`config.mk`:
```
export PLATFORM = sky130hd
export DESIGN_NAME = run_length_encoder_marker_core
export DESIGN_NICKNAME = d
export VERILOG_FILES = /design/src/design/rle_pkg.sv /design/src/design/rle_front.sv /design/src/design/rle_queue.sv /design/src/design/rle_back.sv /design/src/design/run_length_encoder_marker_core.sv
export SDC_FILE = /design/constraint.sdc
export NUM_CORES = 1
export LEC_CHECK = 0
export ABC_AREA = 0
export BUFFER_PORTS_ARGS = -buffer_cell sky130_fd_sc_hd__buf_4
export CAP_MARGIN = 40
export CORE_ASPECT_RATIO = 1.25
export CORE_UTILIZATION = 48
export CTS_CLUSTER_SIZE = 40
export DETAILED_ROUTE_END_ITERATION = 6
export PLACE_DENSITY = 0.67
export SYNTH_ARGS = -nofsm -noshare
export SYNTH_HDL_FRONTEND = slang
export SYNTH_SLANG_ARGS = --single-unit
export TNS_END_PERCENT = 1
```
`constraint.sdc`:
```
create_clock -name clk -period 3.2 [get_ports clk]
set_input_delay 0.48 -clock clk [delete_from_list [all_inputs] [get_ports clk]]
set_output_delay 0.48 -clock clk [all_outputs]
set_load 0.01 [all_outputs]
```
`src/design/rle_pkg.sv`:
```
// shared constants and types for the run-length encoder with count marker
// no dependencies; used by the front, queue, back and top-level files
`default_nettype none

package rle_pkg;

  // largest number of extra repeats held in one run
  localparam int unsigned MAX_EXTRA = 9;

  // count of extra repeats from which the marker form is used
  localparam logic [3:0] MARKER_MIN = 4'd2;

  localparam logic [7:0] MARKER_BYTE = 8'h24;
  localparam logic [7:0] DIGIT_ZERO  = 8'h30;

  // run queue geometry
  localparam int unsigned QUEUE_DEPTH = 4;
  localparam int unsigned PTR_W       = $clog2(QUEUE_DEPTH);
  localparam int unsigned CNT_W       = $clog2(QUEUE_DEPTH + 1);

  // one finished run waiting to be expanded
  typedef struct packed {
    logic [7:0] run_byte;
    logic [3:0] extra;
    logic       last;
  } run_cmd_t;

  // what the front writes into the queue in one cycle
  typedef struct packed {
    logic [1:0] n;
    run_cmd_t   cmd0;
    run_cmd_t   cmd1;
  } push_t;

endpackage

`default_nettype wire

```
`src/design/rle_front.sv`:
```
// front end: takes input bytes, tracks the current run and issues finished runs
// depends on rle_pkg
`default_nettype none

module rle_front (
  input  wire logic          clk,
  input  wire logic          rst,
  input  wire logic          s_tvalid,
  output logic               s_tready,
  input  wire logic [7:0]    s_tdata,   // in_byte
  input  wire logic          s_tlast,   // stream_end
  input  wire logic          room,
  output rle_pkg::push_t     push
);

  logic [7:0] held_byte;
  logic       have_byte;
  logic [3:0] repeat_count;

  logic [7:0] held_byte_next;
  logic       have_byte_next;
  logic [3:0] repeat_count_next;
  logic       accept;
  logic       run_end;

  assign s_tready = room;
  assign accept   = s_tvalid & s_tready;

  // run tracking and queue writes
  always_comb begin
    held_byte_next    = held_byte;
    have_byte_next    = have_byte;
    repeat_count_next = repeat_count;
    run_end           = 1'b0;
    push              = '0;
    if (accept) begin
      if (!have_byte) begin
        held_byte_next    = s_tdata;
        have_byte_next    = 1'b1;
        repeat_count_next = 4'd0;
      end else if (s_tdata == held_byte && repeat_count < 4'(rle_pkg::MAX_EXTRA)) begin
        repeat_count_next = repeat_count + 4'd1;
      end else begin
        run_end           = 1'b1;
        held_byte_next    = s_tdata;
        repeat_count_next = 4'd0;
      end
      // old run first, then the flush of the new one
      if (run_end) begin
        push.cmd0.run_byte = held_byte;
        push.cmd0.extra    = repeat_count;
        push.cmd0.last     = ~s_tlast;
        push.cmd1.run_byte = held_byte_next;
        push.cmd1.extra    = repeat_count_next;
        push.cmd1.last     = 1'b1;
      end else begin
        push.cmd0.run_byte = held_byte_next;
        push.cmd0.extra    = repeat_count_next;
        push.cmd0.last     = 1'b1;
      end
      push.n = 2'(run_end) + 2'(s_tlast);
      if (s_tlast) begin
        have_byte_next    = 1'b0;
        repeat_count_next = 4'd0;
      end
    end
  end

  // run state
  always_ff @(posedge clk) begin
    if (rst) begin
      held_byte    <= '0;
      have_byte    <= 1'b0;
      repeat_count <= '0;
    end else begin
      held_byte    <= held_byte_next;
      have_byte    <= have_byte_next;
      repeat_count <= repeat_count_next;
    end
  end

endmodule

`default_nettype wire

```
`src/design/rle_queue.sv`:
```
// short run queue between front and back; takes up to two runs a cycle
// depends on rle_pkg
`default_nettype none

module rle_queue (
  input  wire logic              clk,
  input  wire logic              rst,
  input  wire rle_pkg::push_t    push,
  input  wire logic              pop,
  output rle_pkg::run_cmd_t      head,
  output logic                   head_valid,
  output logic                   room
);

  rle_pkg::run_cmd_t                entries [rle_pkg::QUEUE_DEPTH];
  logic [rle_pkg::PTR_W-1:0]        wr_ptr;
  logic [rle_pkg::PTR_W-1:0]        rd_ptr;
  logic [rle_pkg::CNT_W-1:0]        count;
  logic [rle_pkg::PTR_W-1:0]        wr_ptr_b;

  assign wr_ptr_b   = wr_ptr + rle_pkg::PTR_W'(1);
  assign head       = entries[rd_ptr];
  assign head_valid = (count != '0);
  // space for the worst case of two runs from one transfer
  assign room = (count <= rle_pkg::CNT_W'(rle_pkg::QUEUE_DEPTH - 2));

  // storage
  always_ff @(posedge clk) begin
    if (push.n != 2'd0) begin
      entries[wr_ptr] <= push.cmd0;
    end
    if (push.n == 2'd2) begin
      entries[wr_ptr_b] <= push.cmd1;
    end
  end

  // pointers and fill level
  always_ff @(posedge clk) begin
    if (rst) begin
      wr_ptr <= '0;
      rd_ptr <= '0;
      count  <= '0;
    end else begin
      wr_ptr <= wr_ptr + rle_pkg::PTR_W'(push.n);
      if (pop) begin
        rd_ptr <= rd_ptr + rle_pkg::PTR_W'(1);
      end
      count <= count + rle_pkg::CNT_W'(push.n) - rle_pkg::CNT_W'(pop);
    end
  end

`ifndef SYNTHESIS
  a_no_overfill: assert property (@(posedge clk) disable iff (rst)
    count <= rle_pkg::CNT_W'(rle_pkg::QUEUE_DEPTH))
    else $error("run queue overfilled");

  a_pop_not_empty: assert property (@(posedge clk) disable iff (rst)
    pop |-> head_valid)
    else $error("run queue popped while empty");

  a_push_needs_room: assert property (@(posedge clk) disable iff (rst)
    (push.n != 2'd0) |-> room)
    else $error("run written without room");

  a_level_tracks: assert property (@(posedge clk) disable iff (rst)
    !$past(rst) |-> count == $past(count) + rle_pkg::CNT_W'($past(push.n))
                   - rle_pkg::CNT_W'($past(pop)))
    else $error("run queue level out of step");
`endif

endmodule

`default_nettype wire

```
`src/design/rle_back.sv`:
```
// back end: expands queued runs into literal, marker and digit bytes
// depends on rle_pkg
`default_nettype none

module rle_back (
  input  wire logic              clk,
  input  wire logic              rst,
  input  wire rle_pkg::run_cmd_t head,
  input  wire logic              head_valid,
  output logic                   pop,
  output logic                   m_tvalid,
  input  wire logic              m_tready,
  output logic [7:0]             m_tdata,   // out_byte
  output logic                   m_tlast    // last_out
);

  logic [1:0] phase;
  logic [1:0] last_phase;
  logic       load;
  logic       final_byte;
  logic [7:0] byte_sel;

  // byte count of the run minus one
  always_comb begin
    if (head.extra >= rle_pkg::MARKER_MIN) begin
      last_phase = 2'd2;
    end else if (head.extra == 4'd1) begin
      last_phase = 2'd1;
    end else begin
      last_phase = 2'd0;
    end
  end

  // pick the byte for this phase
  always_comb begin
    byte_sel = head.run_byte;
    if (head.extra >= rle_pkg::MARKER_MIN) begin
      if (phase == 2'd1) begin
        byte_sel = rle_pkg::MARKER_BYTE;
      end else if (phase == 2'd2) begin
        byte_sel = rle_pkg::DIGIT_ZERO + {4'd0, head.extra};
      end
    end
  end

  assign load       = head_valid & (~m_tvalid | m_tready);
  assign final_byte = (phase == last_phase);
  assign pop        = load & final_byte;

  // output register and phase counter
  always_ff @(posedge clk) begin
    if (rst) begin
      phase    <= 2'd0;
      m_tvalid <= 1'b0;
    end else begin
      if (load) begin
        m_tvalid <= 1'b1;
        phase    <= final_byte ? 2'd0 : phase + 2'd1;
      end else if (m_tready) begin
        m_tvalid <= 1'b0;
      end
    end
  end

  always_ff @(posedge clk) begin
    if (load) begin
      m_tdata <= byte_sel;
      m_tlast <= final_byte & head.last;
    end
  end

endmodule

`default_nettype wire

```
`src/design/run_length_encoder_marker_core.sv`:
```
// run-length encoder with '$' count marker: input reaches the output through a run
// queue entry and the back end output register; one input byte per cycle is taken
// while the run queue has room for two runs; the back end expands each run into 1
// to 3 bytes, one per cycle while m_tready is high. synchronous active-high reset
// empties the queue and clears the held run; no clearing pass is needed
// depends on rle_pkg, rle_front, rle_queue, rle_back
`default_nettype none

module run_length_encoder_marker_core (
  input  wire logic       clk,
  input  wire logic       rst,
  input  wire logic       s_tvalid,
  output logic            s_tready,
  input  wire logic [7:0] s_tdata,   // in_byte
  input  wire logic       s_tlast,   // stream_end
  output logic            m_tvalid,
  input  wire logic       m_tready,
  output logic [7:0]      m_tdata,   // out_byte
  output logic            m_tlast    // last_out
);

  rle_pkg::push_t    push;
  rle_pkg::run_cmd_t head;
  logic              head_valid;
  logic              pop;
  logic              room;

  rle_front u_front (
    .clk      (clk),
    .rst      (rst),
    .s_tvalid (s_tvalid),
    .s_tready (s_tready),
    .s_tdata  (s_tdata),
    .s_tlast  (s_tlast),
    .room     (room),
    .push     (push)
  );

  rle_queue u_queue (
    .clk        (clk),
    .rst        (rst),
    .push       (push),
    .pop        (pop),
    .head       (head),
    .head_valid (head_valid),
    .room       (room)
  );

  rle_back u_back (
    .clk        (clk),
    .rst        (rst),
    .head       (head),
    .head_valid (head_valid),
    .pop        (pop),
    .m_tvalid   (m_tvalid),
    .m_tready   (m_tready),
    .m_tdata    (m_tdata),
    .m_tlast    (m_tlast)
  );

endmodule

`default_nettype wire
```
# Word level (Yosys, flattened, before mapping)
# Memory sizes are Yosys's and may differ from the RTL's. A register that Yosys moved wholly into a read port is not among the register bits.
# Cells that the tools add are included.
dict set report word_totals {
  mem_bits_rw 52
  word_cells 66
  mem_count 1
  ff_bits 32
}
# memory depth width read_ports rd_ports_with_merged_regs wr line_no
set memory_table {}
lappend memory_table {u_queue.entries 4 13 1 1 2 rle_queue.sv:15} ;# rle_pkg::run_cmd_t entries [rle_pkg::QUEUE_DEPTH];
dict set report classes {
  n_reduce_logical 4
  n_mux 26
  bitwise_logic 7
  magnitude_cmp 3
  n_eq_ne 6
  n_addsub 9
}
# cell count
set op_table {}
lappend op_table {{$mux 8} 5}
lappend op_table {{$mux 28} 1}
lappend op_table {{$mux 13} 2}
lappend op_table {{$mux 4} 3}
lappend op_table {{$mux 1} 11}
lappend op_table {{$eq 8x8->1} 1}
lappend op_table {{$mux 2} 4}
lappend op_table {{$add 6x4->7 const A} 1}
lappend op_table {{$add 2x1->2 const B} 3}
lappend op_table {{$add 4x1->4 const B} 1}
lappend op_table {{$and 1x1->1} 4}
lappend op_table {{$eq 2x2->1 const B} 2}
lappend op_table {{$eq 4x1->1 const B} 1}
lappend op_table {{$ge 4x2->1 const B} 1}
lappend op_table {{$lt 4x4->1 const B} 1}
lappend op_table {{$reduce_bool 2->1} 2}
lappend op_table {{$add 3x2->3} 1}
lappend op_table {{$le 3x2->1 const B} 1}
lappend op_table {{$reduce_bool 3->1} 1}
lappend op_table {{$sub 3x1->3} 1}
lappend op_table {{$add 1x1->2} 1}
lappend op_table {{$add 2x2->2} 1}
lappend op_table {{$eq 2x1->1 const B} 1}
lappend op_table {{$eq 2x2->1} 1}
lappend op_table {{3 further kinds} 4}

# Longest topological paths before layout
# Gate-level depths: netlist of the first run.
dict set report depth {
  word_depth 10
  mapped_depth 13
}

# Hierarchy
# Synthesis of the first run repeated with hierarchy kept, for this count alone.
dict set report unflattened {
  cells_unflattened 361
  area_unflattened_um2 4699.5
}
# module instances cells_each area_each_um2 seq_area_each_um2
set by_module_without_submodules {}
lappend by_module_without_submodules {rle_queue 1 172 3057.9 1741.7}
lappend by_module_without_submodules {rle_front 1 128 1011.0 260.2}
lappend by_module_without_submodules {rle_back 1 61 630.6 330.3}

# Least setup slack after synthesis of the first run
# OpenSTA, ideal clock, no wires.
dict set report synth_timing {
  path_type {in2reg}
  startpoint {input s_tdata[1]}
  endpoint {memory u_queue.entries[1][0] (netlist bit) (enable)}
  t_required_ns 2.800
  setup_time_ns 0.400
  setup_slack_ns -0.289
  path_stages 8
  arrival_time_ns 3.089
  path_cell_list {clkbuf_1 xor2_1 nor3_1 a31oi_1 ha_1 nor2b_1 a21oi_1 nor3_1}
}
# item line_no
set synth_lines {}
lappend synth_lines {{start, declared} run_length_encoder_marker_core.sv:14} ;# input wire logic [7:0] s_tdata,
lappend synth_lines {{end, declared} rle_queue.sv:15}

==> results of run 1 <==
-- worst max-delay path, stage by stage, from the launching register on --
cell     delay, ns
dfxtp_2       0.41
mux4_2        0.53
buf_4         0.17
nor3_4        0.23
a31oi_4       0.12
nor2b_2       0.17
ha_1          0.25
inv_1         0.06
ha_1          0.14
inv_1         0.05
fa_1          0.37
xnor2_1       0.19
xnor2_1       0.14
nor2_1        0.05
-- layer usage --
| metal | wire (um) | global-route usage, % | vias up |
|---|---|---|---|
| met5 | 0 | 0 | - |
| met2 | 5030 | 35.0 | 103 |
| li1 | - | - | 1763 |
| met4 | 194 | 7.62 | 0 |
| met1 | 4370 | 28.2 | 1695 |
| met3 | 572 | 4.03 | 13 |
-- power by group through the flow --
stage          registers [mW]  clock network, mW  logic [mW]
4_1_cts                  1.54               1.03        1.16
2_1_floorplan            1.57                  0       0.780
5_1_grt                  1.57               1.07        1.27
3_3_place_gp             1.56                  0        1.14
3_5_place_dp             1.57                  0        1.16
6_report                 1.54               1.01        1.15
-- worst min path at each step --
stage	from	to	slack, ns	cells past startpoint
after floorplan	u_front.repeat_count[0]	u_front.repeat_count[0]	0.47	2
after global routing	s_tlast	u_front.have_byte	0.37	2
final	s_tlast	u_front.have_byte	0.37	2
after global placement	u_back.m_tvalid	u_back.m_tvalid	0.48	2
after detailed placement	u_back.m_tvalid	u_back.m_tvalid	0.48	2
after CTS	s_tlast	u_front.have_byte	0.36	2
-- state kept, by name (all words and copies together), names as in the netlist, 2 cells and up, named ones only --
signal / count
u_queue.count: 3
u_front.repeat_count: 4
u_queue.entries: 52
u_queue.rd_ptr: 2
u_back.phase: 2
u_back.m_tdata: 8
u_queue.wr_ptr: 2
u_front.held_byte: 8
-- synthesized netlist by cell type, types with 3 or more instances --
master,instances
edfxtp_1,61
inv_1,11
nor2b_1,9
xnor2_1,6
a311oi_1,32
nor2_1,44
buf_1,3
nand2_1,50
clkbuf_1,27
nand3_1,40
mux2i_1,11
dfxtp_1,25
o21ai_0,3
xor2_1,9
buf_2,6
nand2b_1,4
ha_1,9
mux4_2,13
or3_1,6
a21oi_1,50
nor3_1,3
-- cell families after synthesis --
group	count (synthesis)	share of synthesized area [%]
xor gates and xnor gates	15	2.76
and+or+nand+nor	171	17.1
DFF	86	49.1
adders and majority gates	10	2.79
AOI/OAI and AO/OA	99	14.7
buffers and inverters	50	4.37
muxes	27	9.19
-- final cells by class --
class | instances | area share [%]
flip-flops and latches | 86 | 43.0
multi-input cells | 322 | 40.9
repair buffers | 52 | 7.19
clock buffers | 9 | 4.15
well taps | 126 | 2.90
clock inverters | 7 | 1.13
inverters | 11 | 0.761
-- per-stage QoR --
step                      cells  setup TNS [ns]  power [mW]  area, sq um  hold slack (ns)
after floorplan             458           -5.98        2.35         4760            0.469
after global placement      597               0        2.70         5140            0.475
after detailed placement    597               0        2.72         5140            0.480
after CTS                   613               0        3.73         5430            0.360
after global routing        613               0        3.91         5430            0.367
final                       613               0        3.70         5430            0.366
-- timing repair --
| item | 4_1_cts | 5_1_grt |
|---|---|---|
| resized for setup | 0 | 1 |
| endpoints found under the hold margin | 0 | 0 |
| endpoints found under the setup margin | 0 | 1 |
==> metrics.csv, run 1 <==
stage,metric,value,unit
placement,post-place-ws,0.0863,ns
global_route,grt_max_degree,71,
sta,hold_violations,0,
sta,fmax,333,MHz
cts,cts-root-buf,clkbuf_16,
cts,path_clk_slew,0.07,ns
cts,insertion_delay,0.34,ns
placement,gp_congestion,0.831,
global_route,grt_pass1_wl,17.0,mm
sta,fin_skew,0.0137,ns
floorplan,pin_count,24,
floorplan,die_h,113,um
cells_and_area,final_common_cell,edfxtp_1,
synthesis,synth_cells,458,
cells_and_area,antenna_cells,0,
power,pwr-share-clk,27.2,%
sta,worst_pin_slew,0.648,ns
synthesis,ys_seq_elements,86,
drt,drt-initial-drc-count,182,
power,p_leak,1.83,nW
synthesis,synth_top_area_share,38.5,%
worst_setup_path,critical_path_class,reg -> reg,
min_path,hold_path.class,in -> reg,
global_route,overflow,0,
synthesis,synth_largest_area_cell,edfxtp_1,
cells_and_area,final_cell_mix,"61 x edfxtp_1, 52 x buf_4, 50 x a21oi_1, 50 x nand2_1, 44 x nor2_1",
cts,hold_buffers,0,
synthesis,synth_ff_type,edfxtp_1,
synthesis,avgSynthCellArea,10.4,sq um
synthesis,synth.net_count,481,
worst_setup_path,cp.arrival,3.23,ns
cts,clkSinkCount,86,
worst_setup_path,crit_fanout,5,
floorplan,initial_core_util,49.5,%
power,comb_power_share,31.1,%
floorplan,die_w,91.0,um
floorplan,core_area,9610,sq um
cts,cts_buffers,9,
cells_and_area,fill_cells,854,
synthesis,synth_cell_types,50,
outcome,status,"complete, no violations",
flow_run,cap_violations,0,
worst_setup_path,worstPathRequired,3.43,ns
sta,maxSlewViolCount,0,
power,swShare,32.3,%
cells_and_area,nets,505,
power,internal_power,2.50,mW
power,seqPwrFrac,41.7,%
drt,ant_nets,0,
drt,routed_wirelength,10.2,mm
worst_setup_path,reg2reg_depth,13,
sta,rsz0062_at_grt,false,
synthesis,synth_edf_count,61,
cells_and_area,multi_input_area,2220,sq um
cts,cts_tree,yes,
drt,wl_per_cell,16.6,um
synthesis,synth_area,4750,sq um
sta,finalWorstSetupSlack,0.193,ns
synthesis,synthArstFlopShare,0,%
cells_and_area,drive_gt1_share,20.1,%
worst_setup_path,cp-start-kind,flip-flop,
placement,dp_hpwl,7.32,mm
drt,drc,0,
cts,postCtsSetupRepairBufs,0,
worst_setup_path,timing.rr.end,u_queue.count[2],
floorplan,dieArea,10300,sq um
cts,clk_path_buf_depth,2,
power,peakVddDrop,312,uV
cells_and_area,area_growth,14.2,%
sta,max_slew_margin,56.8,%
drt,dr.pass1.iters,5,
global_route,antenna_found_initial,0,
synthesis,yosysSeqAreaShare,49.1,%
worst_setup_path,endpoint,u_queue.count[2],
cells_and_area,seq_area,2330,sq um
global_route,grt_pass1_vias,3284,
drt,via_per_inst,5.83,
power,p_per_area,682,nW/um^2
power,switchingPower,1.20,mW
placement,io_buffers,23,
sta,finalSetupViolCount,0,
drt,via_count,3574,
worst_setup_path,reg2reg_slack,0.19,ns
synthesis,synth_warnings,0,
worst_setup_path,endpoint_kind,flip-flop,
floorplan,fp-row-count,40,
global_route,grt_util_all_layers,21.3,%
synthesis,yosys-top-cells-area,"edfxtp_1 39%, dfxtp_1 11%, mux4_2 6.2%",
sta,post-route-period-util,94.0,%
cells_and_area,final_util,56.5,%
sta,min_period,3.01,ns
cts,htreeDepth,3,
(Power assumes the default switching activity.)
==> run 2, diff against run 1 <==
Settings changed: PLACE_DENSITY 0.67 to 0.66.
==> run 2 against run 1 <==
Clock-buffer cell count rose by 2. Critical path depth did not move. Sequential cell count did not move. Final cell count rose by 0.33%. Utilization rose by 0.51 points. Wire length rose by 0.94%. Worst setup slack got worse by 0.012 ns. Fmax fell by 0.38%. Cell area rose by 0.90%. Highest routed layer unchanged.
==> metrics.csv, run 2 (synthesized netlist as in run 1, its figures left out) <==
stage,metric,value,unit,change
placement,io_buffers,23,,unchanged
worst_setup_path,critical_path_class,reg -> reg,,
global_route,overflow,0,,unchanged
cells_and_area,top_regs,"u_queue.entries (52), u_back.m_tdata (8), u_front.held_byte (8)",,
placement,placedInstanceArea,5160,sq um,+0.29%
drt,wl_per_cell,16.7,um,+0.62%
sta,rsz0062_at_grt,false,,
floorplan,dieArea,10300,sq um,unchanged
cts,clkSinkCount,86,,unchanged
cells_and_area,area_growth,15.2,%,
flow_run,cap_violations,0,,unchanged
sta,finalSetupViolCount,0,,unchanged
global_route,grt_max_degree,71,,unchanged
drt,via_per_inst,5.90,,+1.2%
power,p_leak,1.84,nW,+0.43%
cts,insertion_delay,0.34,ns,about the same
cells_and_area,final_common_cell,edfxtp_1,,
cts,cts-root-buf,clkbuf_16,,
power,peakVddDrop,358,uV,+15%
sta,max_slew_margin,54.6,%,-2.2 points
sta,worst_pin_slew,0.681,ns,+0.0331 ns
floorplan,pin_count,24,,unchanged
worst_setup_path,cp-start-kind,flip-flop,,
placement,dp_cells,599,,+0.34%
drt,ant_nets,0,,unchanged
cts,clk_path_buf_depth,2,,unchanged
worst_setup_path,crit_fanout,5,,unchanged
floorplan,die_h,113,um,unchanged
sta,maxSlewViolCount,0,,unchanged
drt,dr.pass1.iters,5,,unchanged
sta,fin_skew,0.00547,ns,-0.00820 ns
sta,fin_tns_setup,0,ns,unchanged
cells_and_area,stdcell_area,5480,sq um,+0.90%
cts,htreeDepth,3,,unchanged
power,p_per_area,679,nW/um^2,-0.41%
worst_setup_path,cp.arrival,3.24,ns,about the same
sta,min_period,3.02,ns,+0.0115 ns
cells_and_area,fill_cells,850,,-0.47%
global_route,grt_util_all_layers,21.4,%,+0.12 points
sta,hold_slack,0.369,ns,+0.00318 ns
global_route,antenna_found_initial,0,,unchanged
worst_setup_path,endpoint_kind,flip-flop,,
cells_and_area,seq_area,2340,sq um,+0.11%
placement,dp_hpwl,7.29,mm,-0.33%
worst_setup_path,worstPathRequired,3.43,ns,about the same
placement,post-place-ws,-0.0307,ns,-0.117 ns
cells_and_area,antenna_cells,0,,unchanged
cells_and_area,finalNonFillerCells,615,,+0.33%
cells_and_area,final_cell_mix,"61 x edfxtp_1, 54 x buf_4, 50 x a21oi_1, 50 x nand2_1, 44 x nor2_1",,
floorplan,core_area,9610,sq um,unchanged
drt,routed_wirelength,10.3,mm,+0.94%
floorplan,initial_core_util,49.5,%,unchanged
floorplan,die_w,91.0,um,unchanged
global_route,grt_pass1_wl,17.1,mm,+0.56%
cts,hold_buffers,0,,unchanged
cts,cts_tree,yes,,
cells_and_area,max_flop_register,u_queue.entries,,
cells_and_area,multi_input_area,2260,sq um,+1.9%
outcome,status,"complete, no violations",,
sta,hold_violations,0,,unchanged
placement,gp_congestion,0.862,,+3.8%
drt,via_count,3628,,+1.5%
floorplan,fp-row-count,40,,unchanged
drt,drc,0,,unchanged
cells_and_area,final_util,57.0,%,+0.51 points
cells_and_area,nets,507,,+0.40%
min_path,hold_path.class,in -> reg,,
cts,path_clk_slew,0.06,ns,about the same
cells_and_area,drive_gt1_share,21.3,%,+1.1 points
cells_and_area,largest_reg_flops,52,,unchanged
cts,postCtsSetupRepairBufs,0,,unchanged
power,power,3.72,mW,+0.48%
sta,post-route-period-util,94.3,%,+0.36 points
sta,finalWorstSetupSlack,0.181,ns,-0.0115 ns
cts,cts_buffers,9,,unchanged
sta,fmax,331,MHz,-0.38%
global_route,grt_pass1_vias,3390,,+3.2%
drt,drt-initial-drc-count,261,,+43%
## run 2: repair_timing
item,4_1_cts,5_1_grt
setup endpoints to repair,1,24
pin swaps,0,0
hold endpoints to repair,0,0
gates resized for setup,1,9
## run 2: routing by layer
metal | global-route usage (%) | routed length (um) | vias up
met5 | 0 | 0 | -
met4 | 8.78 | 201 | 0
met3 | 3.23 | 463 | 14
met2 | 35.0 | 4980 | 112
met1 | 28.6 | 4610 | 1744
li1 | - | - | 1758
## run 2: critical path, cell delays in order, from the launching register on
cell and delay (ns):
dfxtp_4 0.39, mux4_2 0.53, buf_4 0.17, nor3_4 0.25, a31oi_4 0.15, nor2b_4 0.18
ha_1 0.25, inv_1 0.06, ha_1 0.13, inv_1 0.05, fa_1 0.38, xnor2_1 0.18
xnor2_1 0.14, nor2_1 0.05
## run 2: final cells by class
cell class	count	area share [%]
clock buffers	11	4.43
clock inverters	5	0.617
inverters	11	0.754
multi-input cells	322	41.3
flip-flops and latches	86	42.7
well taps	126	2.88
repair buffers	54	7.40
## run 2: path summary, 6_finish.rpt
check                                startpoint           endpoint  slack [ns]  cells after the start
worst max-delay path                  flip-flop   u_queue.count[2]        0.18                     13
worst max register to register        flip-flop   u_queue.count[2]        0.18                     13
worst min register to register  u_back.m_tvalid    u_back.m_tvalid        0.48                      2
worst min-delay path                    s_tlast  u_front.have_byte        0.37                      2
## run 2: power breakdown
group          switching, mW  internal [mW]  leakage (nW)
Combinational          0.654          0.541         0.927
Clock                  0.436          0.548         0.134
Sequential             0.101           1.44         0.776
Total                   1.19           2.53          1.84
==> run 3, diff against run 2 <==
Settings changed: CORE_MARGIN set to 2.
==> run 3 against run 2 <==
Die area is 4.0% higher. Clock power is 6% higher. Global-route usage is 0.80 points lower. Sequential cell count stayed put. Worst setup slack worse by 0.035 ns. Cell area hardly changed. Clock skew hardly changed. Utilization hardly changed. Final cell count is 0.16% lower. Critical endpoint unchanged. Highest routed layer unchanged.
==> metrics.csv, run 3 (synthesized netlist as in run 1, its figures left out) <==
stage,metric,value,unit,change
outcome,status,"complete, no violations",,
global_route,grt_pass1_wl,17.0,mm,-0.64%
cts,clkSinkCount,86,,unchanged
drt,routed_wirelength,10.2,mm,-0.30%
placement,io_buffers,23,,unchanged
floorplan,dieArea,10700,sq um,+4.0%
floorplan,pin_count,24,,unchanged
cells_and_area,max_flop_register,u_queue.entries,,
cts,htreeDepth,3,,unchanged
cells_and_area,antenna_cells,0,,unchanged
worst_setup_path,reg2reg_slack,0.15,ns,-0.03 ns
drt,drc,0,,unchanged
cells_and_area,top_regs,"u_queue.entries (52), u_back.m_tdata (8), u_front.held_byte (8)",,
cells_and_area,stdcell_area,5480,sq um,about the same
sta,maxSlewViolCount,0,,unchanged
drt,ant_nets,0,,unchanged
cts,clk_path_buf_depth,2,,unchanged
sta,post-route-period-util,95.4,%,+1.1 points
power,p_leak,1.85,nW,+0.97%
cells_and_area,final_common_cell,edfxtp_1,,
cells_and_area,drive_gt1_share,21.1,%,-0.16 points
floorplan,die_w,93.0,um,+2.2%
sta,rsz0062_at_grt,true,,
power,peakVddDrop,270,uV,-25%
sta,hold_violations,0,,unchanged
global_route,antenna_found_initial,0,,unchanged
sta,fmax,328,MHz,-1.1%
worst_setup_path,cp.arrival,3.28,ns,+0.04 ns
min_path,hold_depth,2,,unchanged
power,comb_power_share,31.6,%,-0.5 points
sta,finalSetupViolCount,0,,unchanged
flow_run,cap_violations,0,,unchanged
floorplan,core_area,9610,sq um,unchanged
worst_setup_path,cp-start-kind,flip-flop,,
drt,wl_per_cell,16.7,um,-0.14%
sta,worst_pin_slew,0.672,ns,-0.00898 ns
placement,post-place-ws,0.0463,ns,+0.0770 ns
global_route,grt_util_all_layers,20.6,%,-0.80 points
drt,dr.pass1.iters,5,,unchanged
power,swShare,31.0,%,-1.0 points
power,seqPwrFrac,40.8,%,-0.6 points
drt,drt-initial-drc-count,210,,-20%
placement,placedInstanceArea,5150,sq um,-0.15%
cells_and_area,final_cell_mix,"61 x edfxtp_1, 53 x buf_4, 50 x nand2_1",,
sta,min_period,3.05,ns,+0.0346 ns
drt,via_per_inst,5.83,,-1.2%
cells_and_area,largest_reg_flops,52,,unchanged
placement,dp_hpwl,7.23,mm,-0.83%
min_path,hold_path.class,in -> reg,,
cts,cts_tree,yes,,
worst_setup_path,crit_fanout,5,,unchanged
worst_setup_path,reg2reg_depth,12,,-1
power,internal_power,2.60,mW,+3.0%
cells_and_area,area_growth,15.2,%,about the same
placement,gp_congestion,0.830,,-3.7%
worst_setup_path,worstPathRequired,3.43,ns,about the same
power,pwr-share-clk,27.6,%,+1.2 points
global_route,grt_max_degree,71,,unchanged
power,p_per_area,689,nW/um^2,+1.4%
drt,via_count,3579,,-1.4%
min_path,hold_start,s_tlast,,
worst_setup_path,timing.rr.end,u_queue.count[2],,
cells_and_area,nets,506,,-0.20%
min_path,hold_end,u_front.have_byte,,
floorplan,fp-row-count,40,,unchanged
cts,path_clk_slew,0.06,ns,about the same
worst_setup_path,endpoint_kind,flip-flop,,
power,switchingPower,1.17,mW,-1.9%
floorplan,initial_core_util,49.5,%,unchanged
global_route,grt_pass1_vias,3359,,-0.91%
cts,cts-root-buf,clkbuf_16,,
sta,finalWorstSetupSlack,0.147,ns,-0.0346 ns
global_route,overflow,0,,unchanged
worst_setup_path,critical_path_class,reg -> reg,,
cts,cts_buffers,9,,unchanged
sta,max_slew_margin,55.2,%,+0.60 points
floorplan,die_h,115,um,+1.8%
cts,insertion_delay,0.34,ns,about the same
sta,fin_skew,0.00514,ns,-0.000335 ns
-- run 3: cell types whose count changed in the layout (fill, tap and decap cells not counted), sizes merged --
cell | previous run | this run
clkbuf | 11 | 10
clkinv | 3 | 4
bufinv | 0 | 1
clkinvlp | 1 | 0
buf | 54 | 53
-- run 3: worst max path at each step --
stage	start	end	slack, ns	cells after the start
CTS	flip-flop	u_queue.count[2]	0.03	12
global route	u_front.repeat_count[0]	u_queue.entries[2][12]	-0.04	12
detailed placement	flip-flop	u_queue.count[2]	0.05	12
global placement	s_tdata[1]	u_queue.entries[0][5]	0.14	11
finish	flip-flop	u_queue.count[2]	0.15	12
floorplan	s_tdata[1]	u_queue.entries[2][7]	-0.15	12
-- run 3: routing by layer --
layer  GRT usage [%]  share of wire (%)  wire length, um  vias up
li1                -                  -                -     1752
met1            26.8                 44             4480     1710
met2            34.8                 51             5180      104
met3            4.13                3.9              404       13
met4            6.47                1.6              163        0
met5               0                  0                0        -
-- run 3: final cells by class --
cell class / instances / area (sq um)
inverters: 11 / 41.3
multi-input cells: 322 / 2250
fillers: 843 / 4130
repair buffers: 53 / 398
flip-flops and latches: 86 / 2330
well taps: 126 / 158
clock inverters: 6 / 60.1
clock buffers: 10 / 239
-- run 3: repair_timing --
| item | in CTS | in global routing |
|---|---|---|
| setup buffers | 0 | 0 |
| setup endpoints to repair | 0 | 27 |
| gates resized for setup | 0 | 7 |
| hold buffers | 0 | 0 |
-- run 3: power groups by stage --
stage               combinational [mW]  clock (mW)  sequential [mW]
CTS                               1.17        1.07             1.54
finish                            1.19        1.04             1.54
global route                      1.32        1.11             1.56
detailed placement                1.16           0             1.56
global placement                  1.13           0             1.55
floorplan                        0.780           0             1.57
-- run 3: critical path, cell delays in order, from the launching register on --
cell and delay [ns]:
dfxtp_2 0.41, mux4_2 0.53, o311a_1 0.40, a31oi_4 0.23, nor2b_4 0.08, ha_1 0.29
inv_1 0.06, ha_1 0.14, inv_1 0.05, fa_1 0.40, xnor2_2 0.15, xnor2_1 0.14
nor2_1 0.05
-- run 3: per-stage QoR --
step	power (mW)	TNS [ns]	utilization, %	hold WS [ns]	cells
after floorplan	2.35	-5.98	-	0.469	458
after global placement	2.69	0	53.6	0.453	598
after detailed placement	2.72	0	53.6	0.467	598
after CTS	3.78	0	56.7	0.364	614
after global routing	3.99	-0.244	57.0	0.362	614
final	3.77	0	57.0	0.368	614
